## src/rtl/ulbd_pkg.sv

```systemverilog
package ulbd_pkg;

   // Default widths
   localparam int DEF_ADDR_WIDTH = 16;
   localparam int DEF_DATA_WIDTH = 8;

   // Request kinds, carried on tuser
   localparam logic [1:0] REQ_START = 2'd0;
   localparam logic [1:0] REQ_RX    = 2'd1;
   localparam logic [1:0] REQ_RDATA = 2'd2;

   // Transfer modes
   localparam logic [2:0] MODE_OUT_CHAR   = 3'd0;
   localparam logic [2:0] MODE_OUT_STR    = 3'd1;
   localparam logic [2:0] MODE_IN_CHAR    = 3'd2;
   localparam logic [2:0] MODE_IN_CHAR_EC = 3'd3;
   localparam logic [2:0] MODE_IN_LINE    = 3'd4;
   localparam logic [2:0] MODE_IN_LINE_EC = 3'd5;

   // Control register indexes
   localparam logic CSR_TERMINATOR = 1'b0;
   localparam logic CSR_NEWLINE    = 1'b1;

   // Character codes and register reset values
   localparam logic [7:0] BACKSPACE_CODE = 8'h08;
   localparam logic [7:0] TERM_RESET     = 8'h00;
   localparam logic [7:0] NEWLINE_RESET  = 8'h0a;

endpackage

```

## src/rtl/ulbd_engine.sv

```systemverilog
module ulbd_engine #(
   parameter int ADDR_WIDTH = ulbd_pkg::DEF_ADDR_WIDTH,
   parameter int DATA_WIDTH = ulbd_pkg::DEF_DATA_WIDTH
) (
   input  logic                  clock,
   input  logic                  reset,
   input  logic                  step,
   input  logic [1:0]            req_type,
   input  logic [2:0]            mode,
   input  logic [ADDR_WIDTH-1:0] out_base,
   input  logic [ADDR_WIDTH-1:0] in_base,
   input  logic [DATA_WIDTH-1:0] data_byte,
   input  logic [DATA_WIDTH-1:0] terminator_code,
   input  logic [DATA_WIDTH-1:0] newline_code,
   output logic                  tx_valid,
   output logic [DATA_WIDTH-1:0] tx_byte,
   output logic                  write_valid,
   output logic [ADDR_WIDTH-1:0] write_addr,
   output logic [DATA_WIDTH-1:0] write_data,
   output logic                  read_valid,
   output logic [ADDR_WIDTH-1:0] read_addr,
   output logic                  done_res,
   output logic                  rejected
);
   import ulbd_pkg::*;

   logic                  busy_ff, busy_in;
   logic [2:0]            mode_ff, mode_in;
   logic [ADDR_WIDTH-1:0] src_ff, src_in;
   logic [ADDR_WIDTH-1:0] dst_ff, dst_in;
   logic [ADDR_WIDTH-1:0] offset_ff, offset_in;

   logic [ADDR_WIDTH-1:0] offset_inc;
   logic [ADDR_WIDTH-1:0] store_addr;
   logic [DATA_WIDTH-1:0] bs_code;

   assign offset_inc = offset_ff + ADDR_WIDTH'(1);
   assign store_addr = dst_ff + offset_ff;
   assign bs_code    = DATA_WIDTH'(BACKSPACE_CODE);

   // Result and next state for the beat in hand
   always_comb begin
      busy_in     = busy_ff;
      mode_in     = mode_ff;
      src_in      = src_ff;
      dst_in      = dst_ff;
      offset_in   = offset_ff;
      tx_valid    = 1'b0;
      tx_byte     = '0;
      write_valid = 1'b0;
      write_addr  = '0;
      write_data  = '0;
      read_valid  = 1'b0;
      read_addr   = '0;
      done_res    = 1'b0;
      rejected    = 1'b0;
      case (req_type)
         REQ_START: begin
            if (busy_ff || mode > MODE_IN_LINE_EC) begin
               rejected = 1'b1;
            end else begin
               busy_in   = 1'b1;
               mode_in   = mode;
               src_in    = out_base;
               dst_in    = in_base;
               offset_in = '0;
               if (mode <= MODE_OUT_STR) begin
                  read_valid = 1'b1;
                  read_addr  = out_base;
               end
            end
         end
         REQ_RDATA: begin
            if (!busy_ff || mode_ff > MODE_OUT_STR) begin
               rejected = 1'b1;
            end else if (mode_ff == MODE_OUT_CHAR) begin
               tx_valid = 1'b1;
               tx_byte  = data_byte;
               done_res = 1'b1;
               busy_in  = 1'b0;
            end else if (data_byte == terminator_code) begin
               done_res = 1'b1;
               busy_in  = 1'b0;
            end else begin
               tx_valid   = 1'b1;
               tx_byte    = data_byte;
               offset_in  = offset_inc;
               read_valid = 1'b1;
               read_addr  = src_ff + offset_inc;
            end
         end
         REQ_RX: begin
            if (!busy_ff || mode_ff < MODE_IN_CHAR) begin
               rejected = 1'b1;
            end else begin
               // echo modes send every byte back
               if (mode_ff == MODE_IN_CHAR_EC || mode_ff == MODE_IN_LINE_EC) begin
                  tx_valid = 1'b1;
                  tx_byte  = data_byte;
               end
               if (mode_ff <= MODE_IN_CHAR_EC) begin
                  write_valid = 1'b1;
                  write_addr  = store_addr;
                  write_data  = data_byte;
                  done_res    = 1'b1;
                  busy_in     = 1'b0;
               end else if (data_byte == newline_code) begin
                  write_valid = 1'b1;
                  write_addr  = store_addr;
                  write_data  = terminator_code;
                  done_res    = 1'b1;
                  busy_in     = 1'b0;
               end else if (data_byte == bs_code && offset_ff != '0) begin
                  offset_in = offset_ff - ADDR_WIDTH'(1);
               end else begin
                  // backspace at the line start is stored like any byte
                  write_valid = 1'b1;
                  write_addr  = store_addr;
                  write_data  = data_byte;
                  offset_in   = offset_inc;
               end
            end
         end
         default: begin
            rejected = 1'b1;
         end
      endcase
   end

   // Transfer state
   always_ff @(posedge clock) begin
      if (reset) begin
         busy_ff <= 1'b0;
      end else if (step) begin
         busy_ff <= busy_in;
      end
   end

   always_ff @(posedge clock) begin
      if (reset) begin
         mode_ff   <= '0;
         src_ff    <= '0;
         dst_ff    <= '0;
         offset_ff <= '0;
      end else if (step) begin
         mode_ff   <= mode_in;
         src_ff    <= src_in;
         dst_ff    <= dst_in;
         offset_ff <= offset_in;
      end
   end

endmodule

```

## src/rtl/uart_line_buffer_dma.sv

```systemverilog
// A req beat is registered in the input stage, and its result in the result stage, before its rsp beat.
// Throughput: one beat per cycle unless rsp_tready holds the result stage; each beat's
// compares and address adds are done between the input register and the result register.
// Reset: synchronous, active high; engine idle, offset and bases cleared,
// terminator 0x00 and newline 0x0a, both stages empty.
module uart_line_buffer_dma #(
   parameter int ADDR_WIDTH = ulbd_pkg::DEF_ADDR_WIDTH,
   parameter int DATA_WIDTH = ulbd_pkg::DEF_DATA_WIDTH
) (
   input  logic                  clock,
   input  logic                  reset,
   // slave side
   input  logic                  req_tvalid,
   output logic                  req_tready,
   // mode, out_base, in_base, data_byte; zero padded to bytes
   input  logic [((3+2*ADDR_WIDTH+DATA_WIDTH+7)/8)*8-1:0] req_tdata,
   // req_type
   input  logic [1:0]            req_tuser,
   // master side
   output logic                  rsp_tvalid,
   input  logic                  rsp_tready,
   // tx_valid, tx_byte, write_valid, write_addr, write_data, read_valid,
   // read_addr, done_res, rejected; zero padded to bytes
   output logic [((5+2*ADDR_WIDTH+2*DATA_WIDTH+7)/8)*8-1:0] rsp_tdata,
   // control registers
   input  logic                  csr_we,
   input  logic                  csr_index,
   input  logic [DATA_WIDTH-1:0] csr_wdata
);
   import ulbd_pkg::*;

   localparam int RSP_FIELDS_W = 5 + 2*ADDR_WIDTH + 2*DATA_WIDTH;
   localparam int RSP_TDATA_W  = ((RSP_FIELDS_W + 7) / 8) * 8;
   localparam int OB_LO        = 3;
   localparam int IB_LO        = 3 + ADDR_WIDTH;
   localparam int DB_LO        = 3 + 2*ADDR_WIDTH;

   // Control registers
   logic [DATA_WIDTH-1:0] term_ff;
   logic [DATA_WIDTH-1:0] newline_ff;

   always_ff @(posedge clock) begin
      if (reset) begin
         term_ff    <= DATA_WIDTH'(TERM_RESET);
         newline_ff <= DATA_WIDTH'(NEWLINE_RESET);
      end else if (csr_we) begin
         case (csr_index)
            CSR_TERMINATOR: term_ff    <= csr_wdata;
            CSR_NEWLINE:    newline_ff <= csr_wdata;
            default:        term_ff    <= term_ff;
         endcase
      end
   end

   // Input stage
   logic                  in_valid_ff;
   logic [1:0]            in_type_ff;
   logic [2:0]            in_mode_ff;
   logic [ADDR_WIDTH-1:0] in_ob_ff;
   logic [ADDR_WIDTH-1:0] in_ib_ff;
   logic [DATA_WIDTH-1:0] in_data_ff;

   logic out_valid_ff;
   logic out_free;
   logic step;
   logic req_fire;

   assign out_free   = !out_valid_ff || rsp_tready;
   assign step       = in_valid_ff && out_free;
   assign req_tready = !in_valid_ff || out_free;
   assign req_fire   = req_tvalid && req_tready;

   always_ff @(posedge clock) begin
      if (reset) begin
         in_valid_ff <= 1'b0;
      end else if (req_tready) begin
         in_valid_ff <= req_tvalid;
      end
   end

   always_ff @(posedge clock) begin
      if (req_fire) begin
         in_type_ff <= req_tuser;
         in_mode_ff <= req_tdata[2:0];
         in_ob_ff   <= req_tdata[OB_LO +: ADDR_WIDTH];
         in_ib_ff   <= req_tdata[IB_LO +: ADDR_WIDTH];
         in_data_ff <= req_tdata[DB_LO +: DATA_WIDTH];
      end
   end

   // Engine
   logic                  tx_valid;
   logic [DATA_WIDTH-1:0] tx_byte;
   logic                  write_valid;
   logic [ADDR_WIDTH-1:0] write_addr;
   logic [DATA_WIDTH-1:0] write_data;
   logic                  read_valid;
   logic [ADDR_WIDTH-1:0] read_addr;
   logic                  done_res;
   logic                  rejected;

   ulbd_engine #(
      .ADDR_WIDTH (ADDR_WIDTH),
      .DATA_WIDTH (DATA_WIDTH)
   ) u_engine (
      .clock           (clock),
      .reset           (reset),
      .step            (step),
      .req_type        (in_type_ff),
      .mode            (in_mode_ff),
      .out_base        (in_ob_ff),
      .in_base         (in_ib_ff),
      .data_byte       (in_data_ff),
      .terminator_code (term_ff),
      .newline_code    (newline_ff),
      .tx_valid        (tx_valid),
      .tx_byte         (tx_byte),
      .write_valid     (write_valid),
      .write_addr      (write_addr),
      .write_data      (write_data),
      .read_valid      (read_valid),
      .read_addr       (read_addr),
      .done_res        (done_res),
      .rejected        (rejected)
   );

   // Result stage
   logic [RSP_FIELDS_W-1:0] rsp_ff;

   always_ff @(posedge clock) begin
      if (reset) begin
         out_valid_ff <= 1'b0;
      end else if (out_free) begin
         out_valid_ff <= in_valid_ff;
      end
   end

   always_ff @(posedge clock) begin
      if (step) begin
         rsp_ff <= {rejected, done_res, read_addr, read_valid, write_data,
                    write_addr, write_valid, tx_byte, tx_valid};
      end
   end

   assign rsp_tvalid = out_valid_ff;
   assign rsp_tdata  = RSP_TDATA_W'(rsp_ff);

   // Checks
   localparam int RD_V  = 2 + 2*DATA_WIDTH + ADDR_WIDTH;
   localparam int WR_V  = 1 + DATA_WIDTH;
   localparam int DONE  = RSP_FIELDS_W - 2;
   localparam int REJ   = RSP_FIELDS_W - 1;

   a_rej_alone: assert property (@(posedge clock) disable iff (reset)
      rsp_tvalid && rsp_ff[REJ] |-> !rsp_ff[DONE] && !rsp_ff[RD_V] && !rsp_ff[WR_V]
         && !rsp_ff[0])
      else $error("rejected beat carries an action");

   a_rd_wr_excl: assert property (@(posedge clock) disable iff (reset)
      rsp_tvalid |-> !(rsp_ff[RD_V] && rsp_ff[WR_V]))
      else $error("read and write issued in one beat");

   a_done_no_read: assert property (@(posedge clock) disable iff (reset)
      rsp_tvalid && rsp_ff[DONE] |-> !rsp_ff[RD_V])
      else $error("read issued on a finishing beat");

   a_stall_holds: assert property (@(posedge clock) disable iff (reset)
      in_valid_ff && !out_free |=> in_valid_ff && $stable(in_type_ff))
      else $error("input stage lost a beat under back-pressure");

endmodule

```

## config.mk

```make
export PLATFORM = sky130hd
export DESIGN_NAME = uart_line_buffer_dma
export DESIGN_NICKNAME = d
export VERILOG_FILES = /design/src/rtl/ulbd_pkg.sv /design/src/rtl/ulbd_engine.sv /design/src/rtl/uart_line_buffer_dma.sv
export SDC_FILE = /design/constraint.sdc
export NUM_CORES = 1
export LEC_CHECK = 0
export ABC_AREA = 0
export BUFFER_PORTS_ARGS = -buffer_cell sky130_fd_sc_hd__buf_2
export CORE_MARGIN = 10
export CORE_UTILIZATION = 35
export DETAILED_ROUTE_END_ITERATION = 16
export PLACE_DENSITY = 0.54
export SLEW_MARGIN = 40
export SYNTH_ARGS = -nofsm -noshare
export SYNTH_HDL_FRONTEND = slang
export SYNTH_SLANG_ARGS = --single-unit
export TNS_END_PERCENT = 1
```

## constraint.sdc

```tcl
create_clock -name clock -period 5.4 [get_ports clock]
set_input_delay 0.54 -clock clock [delete_from_list [all_inputs] [get_ports clock]]
set_output_delay 0.54 -clock clock [all_outputs]
set_load 0.05 [all_outputs]
```

Yosys cells after proc, flatten, opt, wreduce, memory -nomap -nowiden
Cells that the tools add are included.
{"block": "totals", "ff_bits": 168, "inputBits": 64, "output_inout_bits": 58, "word_cells": 126}
{"block": "op_classes", "addsub": 4, "n_lt_le_gt_ge": 5, "n_eq_ne": 16, "n_mux": 60, "bitwise_logic": 3, "reduce_logical": 22}
{"op": "$mux 16", "n": 16}
{"op": "$mux 8", "n": 8}
{"op": "$pmux 16 s3", "n": 1}
{"op": "$add 16x16->16", "n": 2}
{"op": "$pmux 16 s2", "n": 1}
{"op": "$mux 1", "n": 28}
{"op": "$add 16x1->16 const B", "n": 1}
{"op": "$eq 8x8->1", "n": 2}
{"op": "$pmux 8 s2", "n": 1}
{"op": "$reduce_bool 16->1", "n": 1}
{"op": "$sub 16x1->16 const B", "n": 1}
{"op": "$ne 2x2->1 const B", "n": 7}
{"op": "$reduce_and 9->1", "n": 1}
{"op": "$eq 8x4->1 const B", "n": 1}
{"op": "$reduce_and 7->1", "n": 1}
{"op": "$logic_or 1x1->1", "n": 6}
{"op": "$ne 3x1->1 const B", "n": 2}
{"op": "$pmux 1 s2", "n": 3}
{"op": "$pmux 1 s3", "n": 2}
{"op": "$reduce_and 2->1", "n": 2}
{"op": "$eq 3x2->1 const B", "n": 1}
{"op": "$eq 3x3->1 const B", "n": 1}
{"op": "$gt 3x1->1 const B", "n": 1}
{"op": "$gt 3x3->1 const B", "n": 1}
{"op": "other kinds (13)", "n": 19}

Depth between registers and ports, before layout
Gate-level depths: netlist of the first run.
{"block": "logic_depth", "ltp_word": 7, "ltp_mapped": 11, "mapped_depth_nobuf": 11}

Cells and area by module
A second synthesis of the first run with hierarchy kept.
{"block": "hier_totals", "cells_unflattened": 856, "area_unflattened_um2": 8625.8}
{"mod": "ulbd_engine", "instances": 1, "cells_per_inst": 680, "area_per_inst_um2": 4890.9, "seq_area_each_um2": 1041.0}
{"mod": "uart_line_buffer_dma", "instances": 1, "cells_per_inst": 176, "area_per_inst_um2": 3734.8, "seq_area_each_um2": 3303.2}

Worst setup path before layout of the first run
OpenSTA, ideal clock, no wires.
{"block": "synth_path", "path_kind": "register to register", "from": "reg out_valid_ff (netlist: rsp_tvalid)", "to": "reg u_engine.offset_ff[11]", "setup_time_ns": 0.059, "t_arrival_ns": 4.483, "required_ns": 5.341, "path_slack_ns": 0.857, "stages_incl_launch_ff": 8, "path_buffers": 1, "synth_period_minus_slack_ns": 4.543, "cell_sequence": "dfxtp_1 > nor2b_1 > nor2b_1 > nand3b_1 > a221oi_2 > nor3b_4 > buf_4 > a22o_1"}
{"block": "synth_between", "elab_chain_len": 4}
{"element": "start: declaration", "line": "uart_line_buffer_dma.sv:63", "text": "logic out_valid_ff;"}
{"element": "start signal: assignment", "line": "uart_line_buffer_dma.sv:134", "text": "out_valid_ff <= in_valid_ff;"}
{"element": "$logic_not 1->1", "line": "uart_line_buffer_dma.sv:68", "text": "assign out_free = !out_valid_ff || rsp_tready;"}
{"element": "$logic_or 1x1->1", "line": "uart_line_buffer_dma.sv:68"}
{"element": "$logic_and 1x1->1", "line": "uart_line_buffer_dma.sv:69", "text": "assign step = in_valid_ff && out_free;"}
{"element": "via step", "line": "uart_line_buffer_dma.sv:65", "text": "logic step;"}
{"element": "$reduce_and 9->1 (no line)"}
{"element": "end signal: assignment", "line": "ulbd_engine.sv:149", "text": "offset_ff <= offset_in;"}
{"element": "end: declaration", "line": "ulbd_engine.sv:31", "text": "logic [ADDR_WIDTH-1:0] offset_ff, offset_in;"}
The timed path passes the listed nets, and every way through them passes these cells.
A chain may end at the register's enable or synchronous reset.

Final worst setup path of the first run
{"block": "layout_path", "from": "reg u_engine.offset_ff[6]", "to": "reg rsp_ff[50] (data pin)"}
{"block": "layout_between", "elab_chain_len": 6}
{"element": "$add 16x1->16", "line": "ulbd_engine.sv:37", "text": "assign offset_inc = offset_ff + ADDR_WIDTH'(1);"}
{"element": "$add 16x16->16", "line": "ulbd_engine.sv:89", "text": "read_addr = src_ff + offset_inc;"}
{"element": "$mux 16", "line": "ulbd_engine.sv:81", "text": "end else if (data_byte == terminator_code) begin"}
{"element": "$mux 16", "line": "ulbd_engine.sv:76", "text": "end else if (mode_ff == MODE_OUT_CHAR) begin"}
{"element": "$mux 16", "line": "ulbd_engine.sv:74", "text": "if (!busy_ff || mode_ff > MODE_OUT_STR) begin"}
{"element": "$pmux 16 s2", "line": "ulbd_engine.sv:57", "text": "case (req_type)"}
{"element": "via read_addr[15]", "line": "uart_line_buffer_dma.sv:98", "text": "logic [ADDR_WIDTH-1:0] read_addr;"}
{"element": "end signal: assignment", "line": "uart_line_buffer_dma.sv:140", "text": "rsp_ff <= {rejected, done_res, read_addr, read_valid, write_data,"}
{"element": "end: declaration", "line": "uart_line_buffer_dma.sv:128", "text": "logic [RSP_FIELDS_W-1:0] rsp_ff;"}
The timed path passes the listed nets, and every way through them passes these cells.

==> impl_results.md, run 1 <==
* Outcome: complete, no violations
* CTS tree: built
* Routed WL at around 21 mm
* Power per Cell Area at between 200 and 300 nW/um2
* CP Capture Type: register
* Initial cell density of the core at a little over a third
* Pre-Repair DR Iteration Count at 5
* ANT cells at 0
* CP max-delay cell: dfxtp_1
* Bufs and invs on worst path at 0
* Final Critical Period at approximately 3.7 ns
* Avg Inst Size Synth at ~10 um2
* Drt via density at a little under 5
* Sink Count at 168
* Skew final at ~0.013 ns
* R2R Setup Slk at ~1.7 ns
* Cells after DPL at 1217
* Final-report hold violation count at 0
* Crit-path max FO at 11
* Worst path most repeated cell: a21o_1
* DIE AREA at 31000 um2
* Row cnt at 57
* Die width at 176 um
* # setup viols final at 0
* DRC Markers at 0
* Nets at around 1000
* Most frequent cells in the layout: nand2_1, buf_2, edfxtp_1
* Max stage delay on crit path at 0.64 ns
* Setup bufs post-CTS at 0
* Die Ht at ~180 um
* Worst-path clk slew at roughly 0.070 ns
* Num CTS Buffers at 17
* Most common cell after layout, fill and taps aside: nand2_1
* P_sw at just over 0.0007 W
* Power consumption at 0.00279 W
* DRT antenna net count at 0
* Final period util at between 60 and 70%
* Asr flop ratio synth at 0%
* Via count at 6185
* Layout cells sized above 1 at roughly a fifth
* Internal at between 0.002 and 0.0025 W
* RSZ-0062 raised after global routing: false
* Seq/Total Area, Yosys at just over 50%
* Slew Limit Fails at 0
* Top delay family on crit path: compound AO/OA/AOI/OAI gates
* Setup tns final at 0 ns
* Max VDD drop at between 0.2 and 0.25 mV
* H-tree level count at 4
* Post-DP HPWL at roughly 15 mm
* Setup Crit Path Kind: reg2reg
* Vias in the first global route at approximately 6200
* # IOs at about 120
* Number of max-cap violations at 0
* Leakage power at 4.11 nW
* Net Sw Frac at between 20% and 30%
* Yosys warns at 0
* Hold/Removal Path Class: in2reg
* Clk buf depth at 2
* Avg WL per Cell at about 17 um
* Slew headroom at a little under half
* Netlist cell types at 66
* Worst Path Required at approximately 5.6 ns
* Worst endpoint data arrival time at between 3 and 4 ns
* Slew @ Worst Pin at approximately 0.81 ns
* Synth Instances at about 810
* Initial DRC count at between 200 and 300
* PortBufs at 113
* First-pass GRT wire length at between 30 and 40 mm
* Gate power share at under 10%
* CTS root buffer: clkbuf_16
* Final Instance Count excl. Fillers at between 1000 and 1500
* Initial antenna violation count at 0
* Top FF cell, synth: edfxtp_1
* Grt ovf at 0
* # resized after CTS at 0
* Fmax at roughly 270 MHz
* Sequential share of power at between 50% and 60%
* Post-cts hold buffer count at 0
* Largest net degree at the start of global routing at 61
* Worst-skew pair later-pin latency at 0.43 ns
* Post-synth EDFFs at a little under 100
* Mapped cell area at between 8000 and 9000 um2
* Syn-to-layout area delta at 16.3%
* Synthesis-stage register bit count at about 170
* RePlAce Congestion at 0.809
* CP Cell Sequence: nand4_1 -> nor4_2 -> xor2_1 -> ha_1 -> a21o_1 -> a31o_2 -> a21o_1 -> a31oi_1 -> xnor2_1 -> a22o_1
* Total track usage at between 10% and 20%
* Clk network pwr share at between 40 and 50%
* WHS at roughly 0.28 ns
* Core Region at between 20000 and 25000 um2
* Worst Setup Start Kind: register
## metal layers
metal	share of wire [%]	up-vias	global-route usage, %	wire (um)
li1	-	3144	-	-
met1	47	2885	17.4	9710
met2	47	137	22.4	9890
met3	4.7	19	3.27	983
met4	1.2	0	3.92	253
met5	0	-	0	0
## worst reg2reg max path, cell delays in order, from the launching register on
cell and delay, ns:
dfxtp_1 0.64, nand4_1 0.37, nor4_2 0.45, xor2_1 0.46, ha_1 0.37, a21o_1 0.21, a31o_2 0.27, a21o_1 0.17
a31oi_1 0.24, xnor2_1 0.12, a22o_1 0.18
## power by group through the flow
stage,sequential (W),combinational (W),clock (W)
floorplan,0.00151,0.0000922,0
global placement,0.00146,0.000214,0
detailed placement,0.00146,0.000216,0
CTS,0.00143,0.000216,0.00118
global route,0.00144,0.000232,0.00122
finish,0.00143,0.000213,0.00114
## worst paths after layout
path                              to             startpoint  cells after the start
setup / recovery          rsp_ff[50]  u_engine.offset_ff[6]                     10
hold / removal          in_ob_ff[10]          req_tdata[13]                      1
setup reg to reg          rsp_ff[50]  u_engine.offset_ff[6]                     10
hold reg to reg   u_engine.dst_ff[9]     u_engine.dst_ff[9]                      2
## final cells by class
type | count | area, um2
multi-input combinational | 586 | 3920
timing repair buffer | 121 | 626
clock inverter | 15 | 119
tap | 324 | 405
inverter | 18 | 67.6
sequential | 168 | 4340
fill | 2437 | 14200
clock buffer | 17 | 425
## cells by family (layout without fill, tap and decap cells)
group	Yosys count	in the layout	share of synthesized area [%]
flops	168	168	51.0
xor+xnor	64	64	6.58
other cells	1	3	0.0440
buf+inv	61	171	3.29
compound gates	174	174	13.7
simple gates	279	279	16.1
fa+ha+maj	42	42	6.35
mux	24	24	2.91
## through the flow
stage | setup slack [ns] | cell area (um2) | utilization, %
floorplan | 0.857 | 8530 | -
global placement | 1.80 | 9360 | 38.8
detailed placement | 1.72 | 9360 | 38.8
CTS | 1.71 | 9900 | 41.1
global route | 1.45 | 9910 | 41.1
finish | 1.69 | 9910 | 41.1
## cells in the mapped netlist (3+ instances only)
cell type,number,area share [%]
nand2_1,117,5.2
edfxtp_1,98,35
dfxtp_1,70,16
a21oi_1,68,4.0
nor2_1,50,2.2
xnor2_1,43,4.4
ha_1,40,5.9
a22o_1,29,3.0
clkbuf_1,26,1.1
nand3_1,23,1.4
xor2_1,21,2.2
inv_1,18,0.79
mux2i_1,18,2.1
and2_1,14,1.0
nand4_1,14,1.0
a21o_1,13,1.1
nor3_1,13,0.76
o21ai_0,11,0.65
o211ai_1,10,0.88
nand2b_1,9,0.66
buf_2,8,0.47
a31oi_1,6,0.44
mux2_2,6,0.79
a32o_1,5,0.59
buf_4,5,0.44
nor2b_1,5,0.37
and3_1,4,0.29
nand3b_1,4,0.35
nor3b_1,4,0.35
o21bai_1,4,0.35
o22ai_1,4,0.29
or3_1,4,0.29
buf_6,3,0.40
nor4_1,3,0.22
## registers in the layout (all words and copies together), names as in the netlist
signal	flops
u_engine.mode_ff	3
newline_ff	8
u_engine.src_ff	16
in_type_ff	2
in_ob_ff	16
u_engine.dst_ff	16
in_ib_ff	16
u_engine.offset_ff	16
u_engine.busy_ff	1
term_ff	8
in_valid_ff	1
rsp_ff	53
in_mode_ff	3
in_data_ff	8
rsp_tvalid	1
(Power assumes the default switching activity.)
==> run 2: changes to the inputs <==
--- a/config.mk
+++ b/config.mk
@@ -5,12 +5,12 @@
 export SDC_FILE = /design/constraint.sdc
 export NUM_CORES = 1
 export LEC_CHECK = 0
-export ABC_AREA = 0
+export ABC_AREA = 1
 export BUFFER_PORTS_ARGS = -buffer_cell sky130_fd_sc_hd__buf_2
 export CORE_MARGIN = 10
 export CORE_UTILIZATION = 35
 export DETAILED_ROUTE_END_ITERATION = 16
-export PLACE_DENSITY = 0.54
+export PLACE_DENSITY = 0.56
 export SLEW_MARGIN = 40
 export SYNTH_ARGS = -nofsm -noshare
 export SYNTH_HDL_FRONTEND = slang
==> constraint.sdc (replaced) <==
create_clock -name clock -period 3.4 [get_ports clock]
set_input_delay 0.34 -clock clock [delete_from_list [all_inputs] [get_ports clock]]
set_output_delay 0.34 -clock clock [all_outputs]
set_load 0.05 [all_outputs]
==> impl_results.md, run 2 <==
* Outcome: complete, no violations (unchanged)
* Synth top cells by count: nand2_1, nor2_1, inv_1, edfxtp_1, o21ai_0 (was nand2_1, edfxtp_1, dfxtp_1, a21oi_1, nor2_1)
* Worst endpoint data arrival time at 3.19 ns (was 3.90 ns)
* CP Capture Type: register (unchanged)
* DIE AREA at 32500 um2 (was 31000 um2)
* Fmax at 332 MHz (was 270 MHz)
* Die Ht at 180 um (was 176 um)
* Most frequent cell after synthesis: nand2_1 (unchanged)
* Vias in the first global route at 7428 (was 6246)
* Via count at 7475 (was 6185)
* Sink Count at 168 (unchanged)
* CP Cell Sequence: nand2_1 -> nor2_1 -> nand2_1 -> xor2_1 -> ha_1 -> a21oi_1 -> a21boi_0 -> inv_1 -> nand3b_1 -> nand2_1 -> o21ai_0 -> nand2_1 (was nand4_1 -> nor4_2 -> xor2_1 -> ha_1 -> a21o_1 -> a31o_2 -> a21o_1 -> a31oi_1 -> xnor2_1 -> a22o_1)
* CP max-delay cell: dfxtp_1 (unchanged)
* Setup bufs post-CTS at 0 (unchanged)
* Initial DRC count at 453 (was 287)
* Max stage delay on crit path at 0.61 ns (was 0.64 ns)
* Crit-path max FO at 10 (was 11)
* Asr flop ratio synth at 0% (unchanged)
* Netlist cell types at 42 (was 66)
* Synthesis-stage register bit count at 168 (unchanged)
* ANT cells at 0 (unchanged)
* Row cnt at 58 (was 57)
* Clk buf depth at 2 (unchanged)
* Avg Inst Size Synth at 8.16 um2 (was 10.5 um2)
* Post-Route Utilization at 41.5% (was 41.1%)
* Reg with most FFs: rsp_ff (unchanged)
* Synth top area share at 32.7% (was 34.5%)
* Setup tns final at 0 ns (unchanged)
* # resized after CTS at 0 (unchanged)
* Final Instance Count excl. Fillers at 1552 (was 1249)
* Nets at 1315 (was 1018)
* Top FF cell, synth: edfxtp_1 (unchanged)
* Final period util at 88.5% (was 68.6%)
* Die width at 180 um (was 176 um)
* Worst Setup Start Kind: register (unchanged)
* Final Critical Period at 3.01 ns (was 3.71 ns)
* Total track usage at 15.0% (was 13.6%)
* Leakage power at 4.61 nW (was 4.11 nW)
* CTS tree: built (unchanged)
* Most frequent cells in the layout: nand2_1, nor2_1, buf_2 (was nand2_1, buf_2, edfxtp_1)
* Largest net degree at the start of global routing at 54 (was 61)
* Slew @ Worst Pin at 0.762 ns (was 0.815 ns)
* Max VDD drop at 0.303 mV (was 0.208 mV)
* Cells after DPL at 1520 (was 1217)
* Synth top area cells: edfxtp_1, dfxtp_1, nand2_1, nor2_1, ha_1 (was edfxtp_1, dfxtp_1, ha_1, nand2_1, xnor2_1)
* Slew headroom at 49.2% (was 45.7%)
* Worst path most repeated cell: nand2_1 (was a21o_1)
* Skew final at 0.0153 ns (was 0.0130 ns)
* DRT antenna net count at 0 (unchanged)
* Post-synth EDFFs at 98 (unchanged)
* Setup Crit Path Kind: reg2reg (unchanged)
* # setup viols final at 0 (unchanged)
* DRC Markers at 0 (unchanged)
* Fin worst setup slack at 0.390 ns (was 1.69 ns)
* Post-DP HPWL at 17.9 mm (was 14.7 mm)
* PortBufs at 113 (unchanged)
* Seq/Total Area, Yosys at 48.3% (was 51.0%)
* Power per Cell Area at 448 nW/um2 (was 281 nW/um2)
* Num CTS Buffers at 17 (unchanged)
* Worst-path clk slew at 0.07 ns (about the same)
* CTS root buffer: clkbuf_16 (unchanged)
* Worst Path Required at 3.58 ns (was 5.59 ns)
* Initial antenna violation count at 0 (unchanged)
* Drt via density at 4.82 (was 4.95)
* Most common cell after layout, fill and taps aside: nand2_1 (unchanged)
* # IOs at 122 (unchanged)
* Final-report hold violation count at 0 (unchanged)
* Leading area contributor after synthesis: edfxtp_1 (unchanged)
* Core Region at 25300 um2 (was 24100 um2)
* H-tree level count at 4 (unchanged)
* First-pass GRT wire length at 39.3 mm (was 33.6 mm)
* Filler cells at 2590 (was 2437)
* Slew Limit Fails at 0 (unchanged)
* Syn-to-layout area delta at 16.6% (was 16.3%)
* Hold/Removal Path Class: in2reg (unchanged)
* Mapped cell area at 8990 um2 (was 8520 um2)
* Grt ovf at 0 (unchanged)
* Avg WL per Cell at 15.6 um (was 16.7 um)
* Routed WL at 24.3 mm (was 20.8 mm)
* Worst-skew pair later-pin latency at 0.44 ns (was 0.43 ns)
* Synth Instances at 1102 (was 813)
* Layout cells sized above 1 at 14.6% (was 18.9%)
* Pre-Repair DR Iteration Count at 5 (unchanged)
* RSZ-0062 raised after global routing: false (unchanged)
* Post-place setup slack at 0.379 ns (was 1.72 ns)
* Number of max-cap violations at 0 (unchanged)
* RePlAce Congestion at 0.943 (was 0.809)
* Max reg flops at 53 (unchanged)
* Yosys warns at 0 (unchanged)
* Post-cts hold buffer count at 0 (unchanged)
* Initial cell density of the core at 35.6% (was 35.3%)
run 2: changes by cell type in the layout (fill, tap and decap cells not counted), moves of 9 or more:
cell,previous run,this run
nor2_1,49,179
nand2_1,117,239
inv_1,18,102
o21ai_0,11,83
nand3_1,23,62
a22o_1,29,1
xnor2_1,43,17
mux2i_1,18,0
and2_1,13,0
a21o_1,13,2
nand2b_1,9,0
run 2: worst paths after layout:
path                                            start       endpoint  slack [ns]  depth (start not counted)
worst max register to register  u_engine.offset_ff[2]     rsp_ff[49]        0.39                         12
worst max-delay path            u_engine.offset_ff[2]     rsp_ff[49]        0.39                         12
worst min-delay path                    req_tdata[36]  in_data_ff[1]        0.08                          1
worst min register to register          newline_ff[0]  newline_ff[0]        0.47                          2
run 2: logic make-up after synthesis:
| family | synth area share, % |
|---|---|
| other | 0.0417 |
| buffers and inverters | 6.76 |
| AO/OA/AOI/OAI | 11.1 |
| flip-flops | 48.3 |
| AND/OR/NAND/NOR | 23.9 |
| adder cells (fa/ha/maj) | 6.01 |
| XOR/XNOR | 3.80 |
run 2: worst max-delay path: cells and delay by family, from the launching register on:
| kind | cells | cell delay, ns |
|---|---|---|
| fa+ha+maj | 1 | 0.34 |
| xor+xnor | 1 | 0.37 |
| flops | 1 | 0.61 |
| compound gates | 3 | 0.74 |
| simple gates | 6 | 0.61 |
| buf+inv | 1 | 0.08 |
run 2: cell type report:
cell class	instances	area (um2)	share of cell area, %
Multi-Input combinational cell	787	4050	38.6
Timing Repair Buffer	123	641	6.11
Clock buffer	19	443	4.23
Sequential cell	168	4340	41.5
Tap cell	330	413	3.94
Clock inverter	13	165	1.58
Inverter	112	428	4.08
run 2: power breakdown:
group	internal, W	total (W)	switching (W)	leakage [nW]
combinational	0.000104	0.000389	0.000285	2.79
sequential	0.00224	0.00228	0.0000412	1.52
clock	0.00119	0.00203	0.000841	0.295
run 2: layer usage:
metal / up-vias / GRT usage (%) / share of wire, %
met3: 23 / 3.69 / 4.8
met1: 3425 / 19.2 / 47
li1: 3853 / - / -
met2: 174 / 24.3 / 46
met4: 0 / 4.43 / 1.7
met5: - / 0 / 0
run 2: stage by stage:
| stage | total power, W | cell area [um2] | hold slack, ns |
|---|---|---|---|
| after floorplan | 0.00259 | 9000 | 0.439 |
| after global placement | 0.00271 | 9870 | 0.454 |
| after detailed placement | 0.00272 | 9870 | 0.457 |
| after CTS | 0.00476 | 10500 | 0.0552 |
| after global routing | 0.00489 | 10500 | 0.0482 |
| final | 0.00469 | 10500 | 0.0753 |
